--- src/tspg_pkg.sv ---
// tspg_pkg: request and result types and constants for the three-axis step pulse generator
// no dependencies; used by tspg_axis and three_axis_step_pulse_generator_top
package tspg_pkg;

  localparam logic [1:0] ACT_STEP = 2'd0;
  localparam logic [1:0] ACT_LOAD = 2'd1;
  localparam logic [1:0] ACT_BEEP = 2'd2;

  localparam logic REG_DRIVE_ENABLED = 1'b0;

  localparam logic [7:0] IDLE_BYTE = 8'b0000_0001;
  localparam logic [7:0] ZERO_BYTE = 8'b0000_0000;

  typedef struct packed {
    logic        [1:0]  action;
    logic signed [31:0] steps_x;
    logic signed [31:0] steps_y;
    logic signed [31:0] steps_z;
    logic        [15:0] beep_duration_ms;
    logic        [31:0] now_ms;
  } req_t;

  typedef struct packed {
    logic        [7:0]  pulse_byte;
    logic               was_idle;
    logic signed [31:0] position_x_out;
    logic signed [31:0] position_y_out;
    logic signed [31:0] position_z_out;
  } res_t;

  typedef struct packed {
    logic step;
    logic dir;
  } axis_bits_t;

endpackage

--- src/tspg_axis.sv ---
// tspg_axis: one stepper axis, moves pending toward zero and tracks the wrapping position
// depends on tspg_pkg
module tspg_axis (
  input  logic               en,
  input  logic signed [31:0] pending,
  input  logic signed [31:0] position,
  output logic signed [31:0] pending_next,
  output logic signed [31:0] position_next,
  output tspg_pkg::axis_bits_t bits
);

  logic busy;

  assign busy = en && (pending != 32'sd0);

  always_comb begin
    pending_next  = pending;
    position_next = position;
    bits.step     = 1'b0;
    bits.dir      = 1'b0;
    if (busy) begin
      bits.step = 1'b1;
      if (!pending[31]) begin
        bits.dir      = 1'b1;
        pending_next  = pending - 32'sd1;
        position_next = position + 32'sd1;
      end else begin
        pending_next  = pending + 32'sd1;
        position_next = position - 32'sd1;
      end
    end
  end

endmodule

--- src/three_axis_step_pulse_generator_top.sv ---
// three_axis_step_pulse_generator_top: request register, step/beep logic, result register
// depends on tspg_pkg and tspg_axis
// The block takes one request per clock while req_stall is low and returns one result per
// request: each request passes through the request register, where the step, load and beep
// logic reads the axis state, and then the result register, which holds a result while the
// receiver stalls and lets the next request enter behind it. Throughput is one request per
// clock whenever res_stall is low. The drive_enabled register sits at byte address 0 of the
// configuration port and should only be written while no request is in flight.
module three_axis_step_pulse_generator_top (
  input  logic            clk,
  input  logic            rst,
  input  logic            req_valid,
  output logic            req_stall,
  input  tspg_pkg::req_t  req,
  output logic            res_valid,
  input  logic            res_stall,
  output tspg_pkg::res_t  res,
  input  logic            psel,
  input  logic            penable,
  input  logic            pwrite,
  input  logic [2:0]      paddr,
  input  logic [31:0]     pwdata,
  output logic [31:0]     prdata,
  output logic            pready
);

  logic               drive_enabled;
  logic signed [31:0] pending_x, pending_y, pending_z;
  logic signed [31:0] position_x, position_y, position_z;
  logic        [15:0] beep_left;
  logic        [31:0] period_start;

  logic               stage_valid;
  tspg_pkg::req_t     stage;

  logic               advance;
  logic               is_step;
  logic               idle;
  logic               step_en;
  logic        [31:0] elapsed;
  logic        [15:0] beep_step;

  logic signed [31:0] pending_x_next, pending_y_next, pending_z_next;
  logic signed [31:0] position_x_next, position_y_next, position_z_next;
  logic signed [31:0] ax_pend_x, ax_pend_y, ax_pend_z;
  logic signed [31:0] ax_pos_x, ax_pos_y, ax_pos_z;
  logic        [15:0] beep_left_next;
  logic        [31:0] period_start_next;
  tspg_pkg::axis_bits_t bits_x, bits_y, bits_z;
  tspg_pkg::res_t     res_next;

  // configuration port
  assign pready = 1'b1;
  assign prdata = (paddr[2] == tspg_pkg::REG_DRIVE_ENABLED) ? {31'd0, drive_enabled} : 32'd0;

  always_ff @(posedge clk) begin
    if (rst) begin
      drive_enabled <= 1'b0;
    end else if (psel && penable && pwrite && pready &&
                 paddr[2] == tspg_pkg::REG_DRIVE_ENABLED) begin
      drive_enabled <= pwdata[0];
    end
  end

  // pipeline control
  assign advance   = stage_valid && (!res_valid || !res_stall);
  assign req_stall = stage_valid && !advance;

  always_ff @(posedge clk) begin
    if (rst) begin
      stage_valid <= 1'b0;
    end else if (!req_stall) begin
      stage_valid <= req_valid;
    end
  end

  always_ff @(posedge clk) begin
    if (req_valid && !req_stall) begin
      stage <= req;
    end
  end

  // step cycle decisions
  assign is_step = (stage.action == tspg_pkg::ACT_STEP);
  assign idle    = (!drive_enabled && beep_left == 16'd0) ||
                   (pending_x == 32'sd0 && pending_y == 32'sd0 && pending_z == 32'sd0);
  assign step_en = is_step && !idle && drive_enabled;
  assign elapsed = stage.now_ms - period_start;
  assign beep_step = (elapsed > {16'd0, beep_left}) ? 16'd0 : beep_left;

  tspg_axis u_axis_x (
    .en(step_en), .pending(pending_x), .position(position_x),
    .pending_next(ax_pend_x), .position_next(ax_pos_x), .bits(bits_x)
  );

  tspg_axis u_axis_y (
    .en(step_en), .pending(pending_y), .position(position_y),
    .pending_next(ax_pend_y), .position_next(ax_pos_y), .bits(bits_y)
  );

  tspg_axis u_axis_z (
    .en(step_en), .pending(pending_z), .position(position_z),
    .pending_next(ax_pend_z), .position_next(ax_pos_z), .bits(bits_z)
  );

  always_comb begin
    pending_x_next    = pending_x;
    pending_y_next    = pending_y;
    pending_z_next    = pending_z;
    position_x_next   = ax_pos_x;
    position_y_next   = ax_pos_y;
    position_z_next   = ax_pos_z;
    beep_left_next    = beep_left;
    period_start_next = period_start;
    res_next.pulse_byte = tspg_pkg::ZERO_BYTE;
    res_next.was_idle   = 1'b0;
    case (stage.action)
      tspg_pkg::ACT_STEP: begin
        if (idle) begin
          res_next.pulse_byte = tspg_pkg::IDLE_BYTE;
          res_next.was_idle   = 1'b1;
          period_start_next   = stage.now_ms;
        end else begin
          pending_x_next = ax_pend_x;
          pending_y_next = ax_pend_y;
          pending_z_next = ax_pend_z;
          beep_left_next = beep_step;
          res_next.pulse_byte = {beep_step != 16'd0,
                                 bits_z.dir, bits_z.step,
                                 bits_y.dir, bits_y.step,
                                 bits_x.dir, bits_x.step,
                                 !drive_enabled};
        end
      end
      tspg_pkg::ACT_LOAD: begin
        pending_x_next = stage.steps_x;
        pending_y_next = stage.steps_y;
        pending_z_next = stage.steps_z;
      end
      tspg_pkg::ACT_BEEP: begin
        beep_left_next = stage.beep_duration_ms;
      end
      default: begin
      end
    endcase
    res_next.position_x_out = position_x_next;
    res_next.position_y_out = position_y_next;
    res_next.position_z_out = position_z_next;
  end

  // axis and beep state
  always_ff @(posedge clk) begin
    if (rst) begin
      pending_x    <= 32'sd0;
      pending_y    <= 32'sd0;
      pending_z    <= 32'sd0;
      position_x   <= 32'sd0;
      position_y   <= 32'sd0;
      position_z   <= 32'sd0;
      beep_left    <= 16'd0;
      period_start <= 32'd0;
    end else if (advance) begin
      pending_x    <= pending_x_next;
      pending_y    <= pending_y_next;
      pending_z    <= pending_z_next;
      position_x   <= position_x_next;
      position_y   <= position_y_next;
      position_z   <= position_z_next;
      beep_left    <= beep_left_next;
      period_start <= period_start_next;
    end
  end

  // result register
  always_ff @(posedge clk) begin
    if (rst) begin
      res_valid <= 1'b0;
    end else if (!res_valid || !res_stall) begin
      res_valid <= stage_valid;
    end
  end

  always_ff @(posedge clk) begin
    if (advance) begin
      res <= res_next;
    end
  end

endmodule
--- config.mk ---
export PLATFORM = sky130hd
export DESIGN_NAME = three_axis_step_pulse_generator_top
export DESIGN_NICKNAME = d
export VERILOG_FILES = /design/src/tspg_pkg.sv /design/src/tspg_axis.sv /design/src/three_axis_step_pulse_generator_top.sv
export SDC_FILE = /design/constraint.sdc
export NUM_CORES = 1
export LEC_CHECK = 0
export ABC_AREA = 0
export BUFFER_PORTS_ARGS = -buffer_cell sky130_fd_sc_hd__buf_4
export CORE_UTILIZATION = 54
export DETAILED_ROUTE_END_ITERATION = 12
export GPL_ROUTABILITY_DRIVEN = 0
export PLACE_DENSITY = 0.77
export SETUP_SLACK_MARGIN = 0.4
export SLEW_MARGIN = 20
export SYNTH_ARGS = -nofsm -noshare
export SYNTH_HDL_FRONTEND = slang
export SYNTH_SLANG_ARGS = --single-unit
export TNS_END_PERCENT = 5
--- constraint.sdc ---
create_clock -name clk -period 7.15 [get_ports clk]
set_input_delay 0.3575 -clock clk [delete_from_list [all_inputs] [get_ports clk]]
set_output_delay 0.3575 -clock clk [all_outputs]
set_load 0.005 [all_outputs]
# After elaboration in Yosys (flattened, before gate mapping)
# Index checks and enable logic that the tools add are counted.
dict set report classes {
  add_sub_neg 13
  order_cmp 1
  n_eq_ne 6
  n_mux 30
  bitwise_logic 5
  reduce_logical 42
}
# cell count
set op_table {}
lappend op_table {{32-bit two-way mux} 15}
lappend op_table {{32-bit by 2-bit adder with 32-bit output, second input constant} 6}
lappend op_table {{32-bit one-hot mux with 2 select lines} 3}
lappend op_table {{32-bit by 2-bit subtractor with 32-bit output, second input constant} 6}
lappend op_table {{32-bit zero test} 3}
lappend op_table {{32-bit nonzero test} 3}
lappend op_table {{32-bit by 16-bit > comparator with 1-bit output} 1}
lappend op_table {{16-bit two-way mux} 2}
lappend op_table {{16-bit one-hot mux with 2 select lines} 1}
lappend op_table {{32-bit subtractor} 1}
lappend op_table {{16-bit zero test} 1}
lappend op_table {{16-bit nonzero test} 1}
lappend op_table {{1-bit logical AND} 14}
lappend op_table {{4-bit AND reduction} 3}
lappend op_table {{3-bit OR reduction} 3}
lappend op_table {{1-bit zero test} 6}
lappend op_table {{1-bit two-way mux} 6}
lappend op_table {{2-bit two-way mux} 3}
lappend op_table {{2-bit by 1-bit != test with 1-bit output, second input constant} 3}
lappend op_table {{3-bit AND reduction} 2}
lappend op_table {{1-bit NOT} 5}
lappend op_table {{2-bit nonzero test} 2}
lappend op_table {{2-bit by 1-bit == test with 1-bit output, second input constant} 1}
lappend op_table {{2-bit == test, second input constant} 1}
lappend op_table {{other kinds (4)} 5}
dict set report totals {
  regBits 494
  out_inout_bits 140
  elab_cells 123
}

# Logic depth before layout (Yosys ltp)
# Gate-level depths: netlist of run 1.
dict set report logic_depth {
  ltp_word 11
  mapped_depth 24
}

# Cells and area by module
# A second synthesis of run 1 with hierarchy kept.
dict set report hier_totals {
  cells_unflattened 3543
  area_unflattened_um2 31710.4
}
# module n_inst cells_each area_per_inst_um2 seq_area_each_um2
set by_module_without_submodules {}
lappend by_module_without_submodules {three_axis_step_pulse_generator_top 1 1791 20248.2 12401.9}
lappend by_module_without_submodules {{tspg_axis (u_axis_x ...)} 2 584 3803.6 0.0}
lappend by_module_without_submodules {{tspg_axis (u_axis_z)} 1 584 3854.9 0.0}

# Worst setup path before layout of run 1
# OpenSTA, ideal clock, no wires.
dict set report synth_path {
  path_type {input -> register}
  start {input res_stall}
  end {register stage[0] (netlist name), enable pin}
  setup_ns 0.671
  t_arrival_ns 7.026
  slack_ns -0.547
  cell_stages 2
  cell_sequence {and3_1 > nor2b_1}
}
dict set report synth_via {
  elab_chain_cells 7
}
# item line
set synth_rtl {}
lappend synth_rtl {{start, declared} three_axis_step_pulse_generator_top.sv:16} ;# input logic res_stall,
lappend synth_rtl {{1-bit zero test} three_axis_step_pulse_generator_top.sv:66} ;# assign advance = stage_valid && (!res_valid || !res_stall);
lappend synth_rtl {{1-bit logical OR} three_axis_step_pulse_generator_top.sv:66}
lappend synth_rtl {{1-bit logical AND} three_axis_step_pulse_generator_top.sv:66}
lappend synth_rtl {{1-bit zero test} three_axis_step_pulse_generator_top.sv:67} ;# assign req_stall = stage_valid && !advance;
lappend synth_rtl {{1-bit logical AND} three_axis_step_pulse_generator_top.sv:67}
lappend synth_rtl {{1-bit zero test} three_axis_step_pulse_generator_top.sv:78} ;# if (req_valid && !req_stall) begin
lappend synth_rtl {{1-bit logical AND} three_axis_step_pulse_generator_top.sv:78}
lappend synth_rtl {{end signal, assigned} three_axis_step_pulse_generator_top.sv:79} ;# stage <= req;
lappend synth_rtl {{end, declared} three_axis_step_pulse_generator_top.sv:34} ;# tspg_pkg::req_t stage;
# Every way passes these cells.
# A chain may end at the register's enable or synchronous reset.

# Worst setup path after layout of run 1
dict set report layout_path {
  start {register period_start[1]}
  end {register beep_left[15]}
}
dict set report layout_via {
  elab_chain_cells 5
}
# item line
set layout_rtl {}
lappend layout_rtl {{start, declared} three_axis_step_pulse_generator_top.sv:31} ;# logic [31:0] period_start;
lappend layout_rtl {{start signal, assigned} three_axis_step_pulse_generator_top.sv:170} ;# period_start <= period_start_next;
lappend layout_rtl {{32-bit subtractor} three_axis_step_pulse_generator_top.sv:88} ;# assign elapsed = stage.now_ms - period_start;
lappend layout_rtl {{32-bit by 16-bit > comparator with 1-bit output} three_axis_step_pulse_generator_top.sv:89} ;# assign beep_step = (elapsed > {16'd0, beep_left}) ? 16'd0 : beep_left;
lappend layout_rtl {{16-bit two-way mux} three_axis_step_pulse_generator_top.sv:89}
lappend layout_rtl {{16-bit two-way mux} three_axis_step_pulse_generator_top.sv:119} ;# if (idle) begin
lappend layout_rtl {{16-bit one-hot mux with 2 select lines} three_axis_step_pulse_generator_top.sv:117} ;# case (stage.action)
lappend layout_rtl {{end signal, assigned} three_axis_step_pulse_generator_top.sv:169} ;# beep_left <= beep_left_next;
lappend layout_rtl {{end, declared} three_axis_step_pulse_generator_top.sv:30} ;# logic [15:0] beep_left;
# Every way passes these cells. The select of a mux whose other input is x is not followed.

==> results of run 1 <==
worst paths after layout:
kind | from | endpoint | depth (start not counted)
worst max-delay path | period_start[1] | beep_left[15] | 22
worst min-delay path | paddr[2] | drive_enabled | 4
worst max register to register | period_start[1] | beep_left[15] | 22
worst min register to register | period_start[26] | period_start[26] | 2
registers in the layout, summed over array words and instances (netlist names), 16 cells and up:
signal	flops
beep_left	16
pending_y	32
res	105
stage	146
position_x	32
period_start	32
pending_z	32
position_y	32
pending_x	32
position_z	32
routing by layer:
metal	track usage (%)	routed length, um	part of all wire [%]
met4	9.484	2261	3.0
met5	0	0	0
met1	35.00	34010	45
met3	3.546	3842	5.1
met2	43.62	34940	47
kinds of logic after synthesis:
logic type / count (synthesis) / synth area share, %
AO/OA/AOI/OAI: 971 / 20.72
AND/OR/NAND/NOR: 1051 / 16.23
adder cells (fa/ha/maj): 237 / 10.17
multiplexers: 46 / 1.699
flip-flops: 494 / 41.80
buffers and inverters: 281 / 4.014
XOR/XNOR: 181 / 5.343
other: 2 / 0.02531
critical path, cell delays in order, from the launching register on:
cell,delay (ns)
dfxtp_1,0.38
inv_1,0.06
ha_1,0.27
nor2b_1,0.13
o21a_1,0.21
o21ai_1,0.26
a21oi_1,0.18
o31a_1,0.37
a31oi_1,0.47
o21bai_1,0.11
a21oi_1,0.19
xnor2_1,0.13
ha_1,0.26
and4_1,0.22
o21ai_0,0.11
nand2_1,0.08
o31ai_1,0.40
o21ai_0,0.13
or4_1,0.40
nor4_1,0.26
nand4b_1,0.19
nor4_4,0.76
o21a_1,0.24
timing repair:
action / 4_1_cts / 5_1_grt
hold buffers: 149 / 0
resized for setup: 0 / 0
endpoints found under the hold margin: 149 / 0
final cells by class:
class,count,area [um^2]
Fill cell,4375,18650
Clock inverter,24,286.5
Tap cell,696,870.8
Antenna cell,1,2.502
Multi-Input combinational cell,2518,16250
Timing Repair Buffer,435,3642
Sequential cell,494,12400
Clock buffer,71,1485
Inverter,115,436.7
placed cells by master, fill, tap and decap left out, types with 57 or more instances in the layout:
| master | Yosys | routed |
|---|---|---|
| xor2_1 | 57 | 57 |
| ha_1 | 230 | 230 |
| nand3_1 | 58 | 58 |
| dfxtp_1 | 243 | 243 |
| inv_1 | 112 | 110 |
| nor2_1 | 218 | 215 |
| a21oi_1 | 345 | 345 |
| buf_4 | 34 | 285 |
| a21o_1 | 105 | 105 |
| dlygate4sd3_1 | 0 | 149 |
| xnor2_1 | 124 | 124 |
| edfxtp_1 | 251 | 251 |
| nand2_1 | 474 | 472 |
| nor3_1 | 72 | 72 |
| o21ai_0 | 170 | 170 |
report_power, final:
| group | switching (mW) | internal [mW] | leakage (nW) |
|---|---|---|---|
| combinational | 0.724 | 0.600 | 9.46 |
| sequential | 0.0645 | 3.09 | 4.39 |
| clock | 1.17 | 1.67 | 0.868 |
==> flow_summary.ini, run 1 <==
[synth]
synth-seq-cells = 494
synth_common_cells = 474 x nand2_1, 345 x a21oi_1, 251 x edfxtp_1
synth_edf_count = 251
yosysMostFrequentCell = nand2_1
ys_seq_area_share_pct = 41.80
synth.area.top_cells = edfxtp_1 25%, dfxtp_1 16%, ha_1 9.7%
synth-main-ff-cell = edfxtp_1
synth_top_area_share_pct = 25.40
syn_avg_cell_area_um2 = 9.094
ys_async_sr_fraction_pct = 0
synth_cell_types = 86
post_synth_inst_count = 3263
ys_warn_count = 0
synth_top_cell_by_area = edfxtp_1
synth_area_um2 = 29670

[detailed_routing]
drt_pre_antenna_iters = 6
drc_errors = 0
drtIter0Drc = 1830
detail_route.wl_per_cell_um = 17.24
num_vias = 25170
wl_um = 75050
detail_route.vias_per_cell = 5.781
ant_nets = 0

[setup_path]
criticalPathCategory = reg -> reg
crit_required_ns = 7.69
crit_path_end_kind = flip-flop
r2r_slack_ns = 1.27
cp-start-kind = flip-flop
arrival_ns = 6.42
critPathMaxFanout = 16

[clocking]
worstSkewPairLatency_ns = 0.61
cts.sinks = 494
root_buffer = clkbuf_16
cts-buffers-inserted = 52
cts_buffer_depth = 3
h-tree-depth = 2
clk_pin_slew_ns = 0.06
postCtsSetupBuffers = 0
cts_tree = yes

[place]
port_buffers = 262
post-place-cells = 4109
place_hpwl_um = 49080
preCtsSetupSlack_ns = 1.495
placed_area_um2 = 32110

[cells_and_area]
final_nets = 4041
design_area_um2 = 35380
utilization_pct = 65.48
final_cell_count_no_fill = 4354
area_growth_pct = 19.23
drive_gt1_share_pct = 12.33

[sta]
final.setup.worst_slack_ns = 1.272
hold_viol_final = 0
fin_crit_sh_pct = 82.22
relSlewSlack_pct = 24.48
setup_tns_ns = 0
rsz0062_at_grt = false
drv_slew = 0
tightestPinTransition_ns = 1.118
clock.fmax_mhz = 170.1
fin_hold_ws_ns = 0.1636
setup_viol = 0
period_minus_slack_ns = 5.878
fin_skew_ns = 0.02082

[grt]
grt_max_degree = 97
antenna_found_initial = 1
overflow = 0
grt_pass1_vias = 23970
grt_pass1_wl_um = 120800
grt_usage_pct = 26.28

[pwr]
total_power_mw = 7.328
power.density_nw_per_um2 = 207.1
cellLeakagePower_nw = 14.72
ir_drop_mv = 0.2072

[floorplanning]
start_util_pct = 54.92
die_x_um = 236.4
dieHeight_um = 236.4
ios = 328
core_um2 = 54030
num_rows = 85
die-area_um2 = 55890

[outcome]
status = completed

[job]
maxCapViolCount = 0

[min_path]
min_path_type = in -> reg
(Power assumes the default switching activity.)
==> run 2: changes to the inputs <==
--- a/config.mk
+++ b/config.mk
@@ -5,12 +5,12 @@
 export SDC_FILE = /design/constraint.sdc
 export NUM_CORES = 1
 export LEC_CHECK = 0
-export ABC_AREA = 0
+export ABC_AREA = 1
 export BUFFER_PORTS_ARGS = -buffer_cell sky130_fd_sc_hd__buf_4
-export CORE_UTILIZATION = 54
+export CORE_UTILIZATION = 55
 export DETAILED_ROUTE_END_ITERATION = 12
 export GPL_ROUTABILITY_DRIVEN = 0
-export PLACE_DENSITY = 0.77
+export PLACE_DENSITY = 0.78
 export SETUP_SLACK_MARGIN = 0.4
 export SLEW_MARGIN = 20
 export SYNTH_ARGS = -nofsm -noshare
==> constraint.sdc (replaced) <==
create_clock -name clk -period 4.7 [get_ports clk]
set_input_delay 0.235 -clock clk [delete_from_list [all_inputs] [get_ports clk]]
set_output_delay 0.235 -clock clk [all_outputs]
set_load 0.005 [all_outputs]
==> flow_summary.ini, run 2 <==
[clocking]
ctsResizeCount = 0
cts_tree = yes
postCtsSetupBuffers = 0
cts-buffers-inserted = 53
clk_pin_slew_ns = 0.07
root_buffer = clkbuf_16
cts.sinks = 494
worstSkewPairLatency_ns = 0.60
postCtsHoldBufs = 150
h-tree-depth = 2
cts_buffer_depth = 3

[setup_path]
cp_slowest_cell = nor4_1
criticalPathCategory = reg -> reg
arrival_ns = 4.13
crit_family = buffers and inverters
reg2reg_depth = 12
critPathMaxFanout = 34
crit_path_end_kind = flip-flop
cp-start-kind = flip-flop
crit_cells = 12
path_buf_inv = 5
cp_slowest_stage_delay_ns = 0.63
critical_path.cell_chain = inv_1, ha_1, inv_1, nor4_1, nand4_1, inv_1, nor3_4, o21ai_2, buf_4, inv_1, o21ai_0, a21oi_1
crit_required_ns = 5.18
crit_top_cell = inv_1

[sta]
setup_viol = 0
hold_viol_final = 0
setup_tns_ns = 0
clock.fmax_mhz = 273.8
final.setup.worst_slack_ns = 1.048
relSlewSlack_pct = 23.69
drv_slew = 0
tightestPinTransition_ns = 1.145
rsz0062_at_grt = false
period_minus_slack_ns = 3.652
fin_crit_sh_pct = 77.71
fin_skew_ns = 0.01720

[synth]
synth_top_area_share_pct = 23.31
synth_common_cells = 958 x nand2_1, 555 x inv_1, 473 x nor2_1
synth.area.top_cells = edfxtp_1 23%, dfxtp_1 15%, nand2_1 11%
yosysMostFrequentCell = nand2_1
syn_avg_cell_area_um2 = 7.412
synth_top_cell_by_area = edfxtp_1
synth_area_um2 = 32340
ys_warn_count = 0
post_synth_inst_count = 4363
synth_edf_count = 251
ys_seq_area_share_pct = 38.35
synth-seq-cells = 494
synth_cell_types = 58
ys_async_sr_fraction_pct = 0
synth-main-ff-cell = edfxtp_1

[detailed_routing]
drt_pre_antenna_iters = 6
drc_errors = 0
wl_um = 82960
ant_nets = 0
drtIter0Drc = 1978
num_vias = 29740
detail_route.wl_per_cell_um = 14.97
detail_route.vias_per_cell = 5.367

[place]
place_hpwl_um = 57300
port_buffers = 262
preCtsSetupSlack_ns = 1.132

[outcome]
status = completed

[pwr]
power_frac_seq_pct = 39.9
power.density_nw_per_um2 = 324.2
pwr-share-comb_pct = 24.5
p_clk_share_pct = 35.5
cellLeakagePower_nw = 18.40
ir_drop_mv = 0.2933
p_int_mw = 8.569
p_sw_share_pct = 30.73
power_switching_mw = 3.801

[cells_and_area]
layout_common_cells = 958 x nand2_1, 551 x inv_1, 471 x nor2_1
regMostFlops = stage
final_nets = 5157
largest_reg_flops = 146
area_growth_pct = 18.00
reg.largest.list = stage (146), res (105)
drive_gt1_share_pct = 10.11
layout_commonest_cell = nand2_1
fillers = 4884

[min_path]
min_path_type = in -> reg
hold_path_depth = 2

[floorplanning]
die_x_um = 244.5
start_util_pct = 55.84
die-area_um2 = 59770
dieHeight_um = 244.5
ios = 328
num_rows = 88
core_um2 = 57920

[grt]
grt_max_degree = 181
grt_pass1_wl_um = 134800
overflow = 0
grt_usage_pct = 27.33
antenna_found_initial = 1
grt_pass1_vias = 27590

[job]
maxCapViolCount = 0
## run 2: changes by cell type in the layout (fill, tap and decap cells not counted), sizes merged, moves of 85 or more
| cell | before | now |
|---|---|---|
| inv | 115 | 569 |
| nand2 | 476 | 981 |
| nand3 | 58 | 194 |
| nor2 | 218 | 495 |
| o21ai | 178 | 387 |
| xnor2 | 124 | 39 |
## run 2: kinds of logic after synthesis
family                   synth area share [%]
adder cells (fa/ha/maj)                 9.333
AO/OA/AOI/OAI                           16.58
AND/OR/NAND/NOR                         23.34
XOR/XNOR                                3.358
other                                 0.02322
buffers and inverters                   9.015
flip-flops                              38.35
## run 2: layout make-up
class | instances | area [um^2] | area share (%)
clock buffers | 69 | 1438 | 3.768
multi-input cells | 3176 | 17170 | 44.99
inverters | 572 | 2153 | 5.643
clock inverters | 30 | 385.4 | 1.010
well taps | 765 | 957.2 | 2.509
flip-flops and latches | 494 | 12400 | 32.50
repair buffers | 435 | 3654 | 9.575
diodes | 1 | 2.502 | 0.006558
## run 2: power by group through the flow
stage | Clock [mW] | Sequential [mW] | Combinational (mW)
2_1_floorplan | 0 | 5.01 | 2.15
5_1_grt | 4.65 | 4.96 | 3.42
6_report | 4.40 | 4.94 | 3.03
3_5_place_dp | 0 | 5.03 | 2.86
3_3_place_gp | 0 | 5.02 | 2.81
4_1_cts | 4.47 | 4.94 | 2.99
## run 2: path summary, 6_finish.rpt
check | start | to | slack [ns]
worst max-delay path | pending_z[31] | pending_z[19] | 1.05
worst min-delay path | rst | pending_y[28] | 0.24
worst max register to register | pending_z[31] | pending_z[19] | 1.05
worst min register to register | period_start[21] | period_start[21] | 0.46
## run 2: per-stage QoR
stage	power, mW	cells	instance area [um^2]	hold WS (ns)	utilization (%)
floorplan	7.156	4393	32460	0.3339	-
finish	12.37	5542	38160	0.2356	65.88
detailed placement	7.890	5292	34830	0.4142	60.14
global placement	7.833	5292	34830	0.4136	60.14
global route	13.03	5542	38160	0.2180	65.88
CTS	12.40	5541	38150	0.1810	65.88
## run 2: per-layer routing
| layer | track usage (%) | part of all wire [%] | up-vias |
|---|---|---|---|
| met1 | 35.61 | 44 | 13530 |
| met4 | 10.88 | 3.7 | 0 |
| met5 | 0 | 0 | - |
| met3 | 3.655 | 5.7 | 175 |
| li1 | - | - | 15170 |
| met2 | 45.79 | 46 | 870 |
==> run 3: changes to the inputs <==
--- a/config.mk
+++ b/config.mk
@@ -7,10 +7,10 @@
 export LEC_CHECK = 0
 export ABC_AREA = 1
 export BUFFER_PORTS_ARGS = -buffer_cell sky130_fd_sc_hd__buf_4
-export CORE_UTILIZATION = 55
+export CORE_UTILIZATION = 61
 export DETAILED_ROUTE_END_ITERATION = 12
 export GPL_ROUTABILITY_DRIVEN = 0
-export PLACE_DENSITY = 0.78
+export PLACE_DENSITY = 0.82
 export SETUP_SLACK_MARGIN = 0.4
 export SLEW_MARGIN = 20
 export SYNTH_ARGS = -nofsm -noshare
==> constraint.sdc (replaced) <==
create_clock -name clk -period 3.6 [get_ports clk]
set_input_delay 0.18 -clock clk [delete_from_list [all_inputs] [get_ports clk]]
set_output_delay 0.18 -clock clk [all_outputs]
set_load 0.005 [all_outputs]
==> flow_summary.ini, run 3 (synthesized netlist as in run 2, its figures left out) <==
[cells_and_area]
regMostFlops = stage
largest_reg_flops = 146
layout_commonest_cell = nand2_1
area_growth_pct = 19.97
reg.largest.list = stage (146), res (105)
n_antenna_cell = 0
layout_common_cells = 934 x nand2_1, 547 x inv_1, 468 x nor2_1
utilization_pct = 73.97
drive_gt1_share_pct = 12.19
final_nets = 5197

[detailed_routing]
wl_um = 90310
drtIter0Drc = 2799
detail_route.vias_per_cell = 5.638
num_vias = 31020
drc_errors = 0
detail_route.wl_per_cell_um = 16.41
drt_pre_antenna_iters = 6
ant_nets = 0

[setup_path]
cp-start-kind = flip-flop
critPathMaxFanout = 8
r2r_slack_ns = -0.02
arrival_ns = 4.16
crit_path_end_kind = flip-flop
crit_required_ns = 4.14
criticalPathCategory = reg -> reg
crit_start = stage[11]
rr_startpoint = stage[11]

[sta]
hold_viol_final = 0
tightestPinTransition_ns = 1.038
setup_tns_ns = -0.01825
period_minus_slack_ns = 3.618
setup_viol = 1
relSlewSlack_pct = 30.80
fin_crit_sh_pct = 100.5
drv_slew = 0
final.setup.worst_slack_ns = -0.01825
fin_skew_ns = 0.03045
rsz0062_at_grt = true
clock.fmax_mhz = 276.4

[floorplanning]
core_um2 = 52450
num_rows = 84
die_x_um = 232.2
die-area_um2 = 53940
ios = 328
start_util_pct = 61.66
dieHeight_um = 232.2

[grt]
grt_pass1_wl_um = 141000
grt_usage_pct = 32.05
grt_pass1_vias = 28860
antenna_found_initial = 0
grt_max_degree = 170
overflow = 0

[job]
maxCapViolCount = 0

[pwr]
cellLeakagePower_nw = 18.69
power.density_nw_per_um2 = 419.6
ir_drop_mv = 0.3797
total_power_mw = 16.28

[clocking]
worstSkewPairLatency_ns = 0.61
cts_tree = yes
cts-buffers-inserted = 52
root_buffer = clkbuf_16
h-tree-depth = 2
cts_buffer_depth = 3
clk_pin_slew_ns = 0.06
cts.sinks = 494

[min_path]
min_from = req[64]
min_path_type = in -> reg

[outcome]
status = finished, violations left
violations = negative setup slack

[place]
place_hpwl_um = 57220
preCtsSetupSlack_ns = 0.2159
port_buffers = 262
## run 3: report_power, final
group,switching [mW],internal (mW)
sequential,0.203,6.26
combinational,2.59,1.63
clock,2.35,3.25
## run 3: critical path, cell delays in order (launching register included)
cell	delay (ns)
edfxtp_1	0.47
ha_4	0.35
buf_4	0.12
nand2_2	0.09
nor2_4	0.16
and2_1	0.15
nand2_1	0.07
nand2_2	0.11
xor2_2	0.19
ha_1	0.26
nand2_1	0.09
inv_2	0.06
nand3_2	0.08
a21oi_1	0.06
nor2_1	0.14
nand2_1	0.08
nand2_2	0.07
nand3_2	0.07
nor2_4	0.13
nand2_4	0.10
nor2_4	0.27
nand3_1	0.13
nand2_1	0.08
nand2_1	0.10
a21oi_2	0.11
## run 3: path summary, 6_finish.rpt
kind                           end  cells after the start
setup / recovery     beep_left[11]                     24
hold / removal           stage[64]                      2
setup reg to reg     beep_left[11]                     24
hold reg to reg   period_start[21]                      2
## run 3: routing by layer
metal  GRT usage, %  vias up  part of all wire [%]
met4          15.28        0                   5.4
met5              0        -                     0
met3          4.236      307                   6.9
met1          40.25    14090                    41
met2          54.27     1350                    47
li1               -    15280                     -
## run 3: final cells by class
cell class / count / area, um^2
timing repair buffer: 475 / 4031
inverter: 572 / 2162
tap: 688 / 860.8
sequential: 494 / 12400
clock buffer: 65 / 1391
clock inverter: 31 / 351.6
fill: 3808 / 13650
multi-input combinational: 3177 / 17600
## run 3: what timing repair did
action / CTS / global route
gates cloned: 1 / 0
endpoints found under the hold margin: 149 / 0
hold buffers: 150 / 0
endpoints found under the setup margin: 37 / 90
buffers inserted: 5 / 28
pin swaps: 7 / 60
gates resized for setup: 24 / 69
## run 3: stage by stage
stage	hold WS [ns]	cell area [um^2]	cells
4_1_cts	0.2480	38320	5474
3_3_place_gp	0.3583	34850	5222
3_5_place_dp	0.3593	34850	5222
2_1_floorplan	0.2789	32460	4393
5_1_grt	0.2769	38800	5502
6_report	0.2830	38800	5502
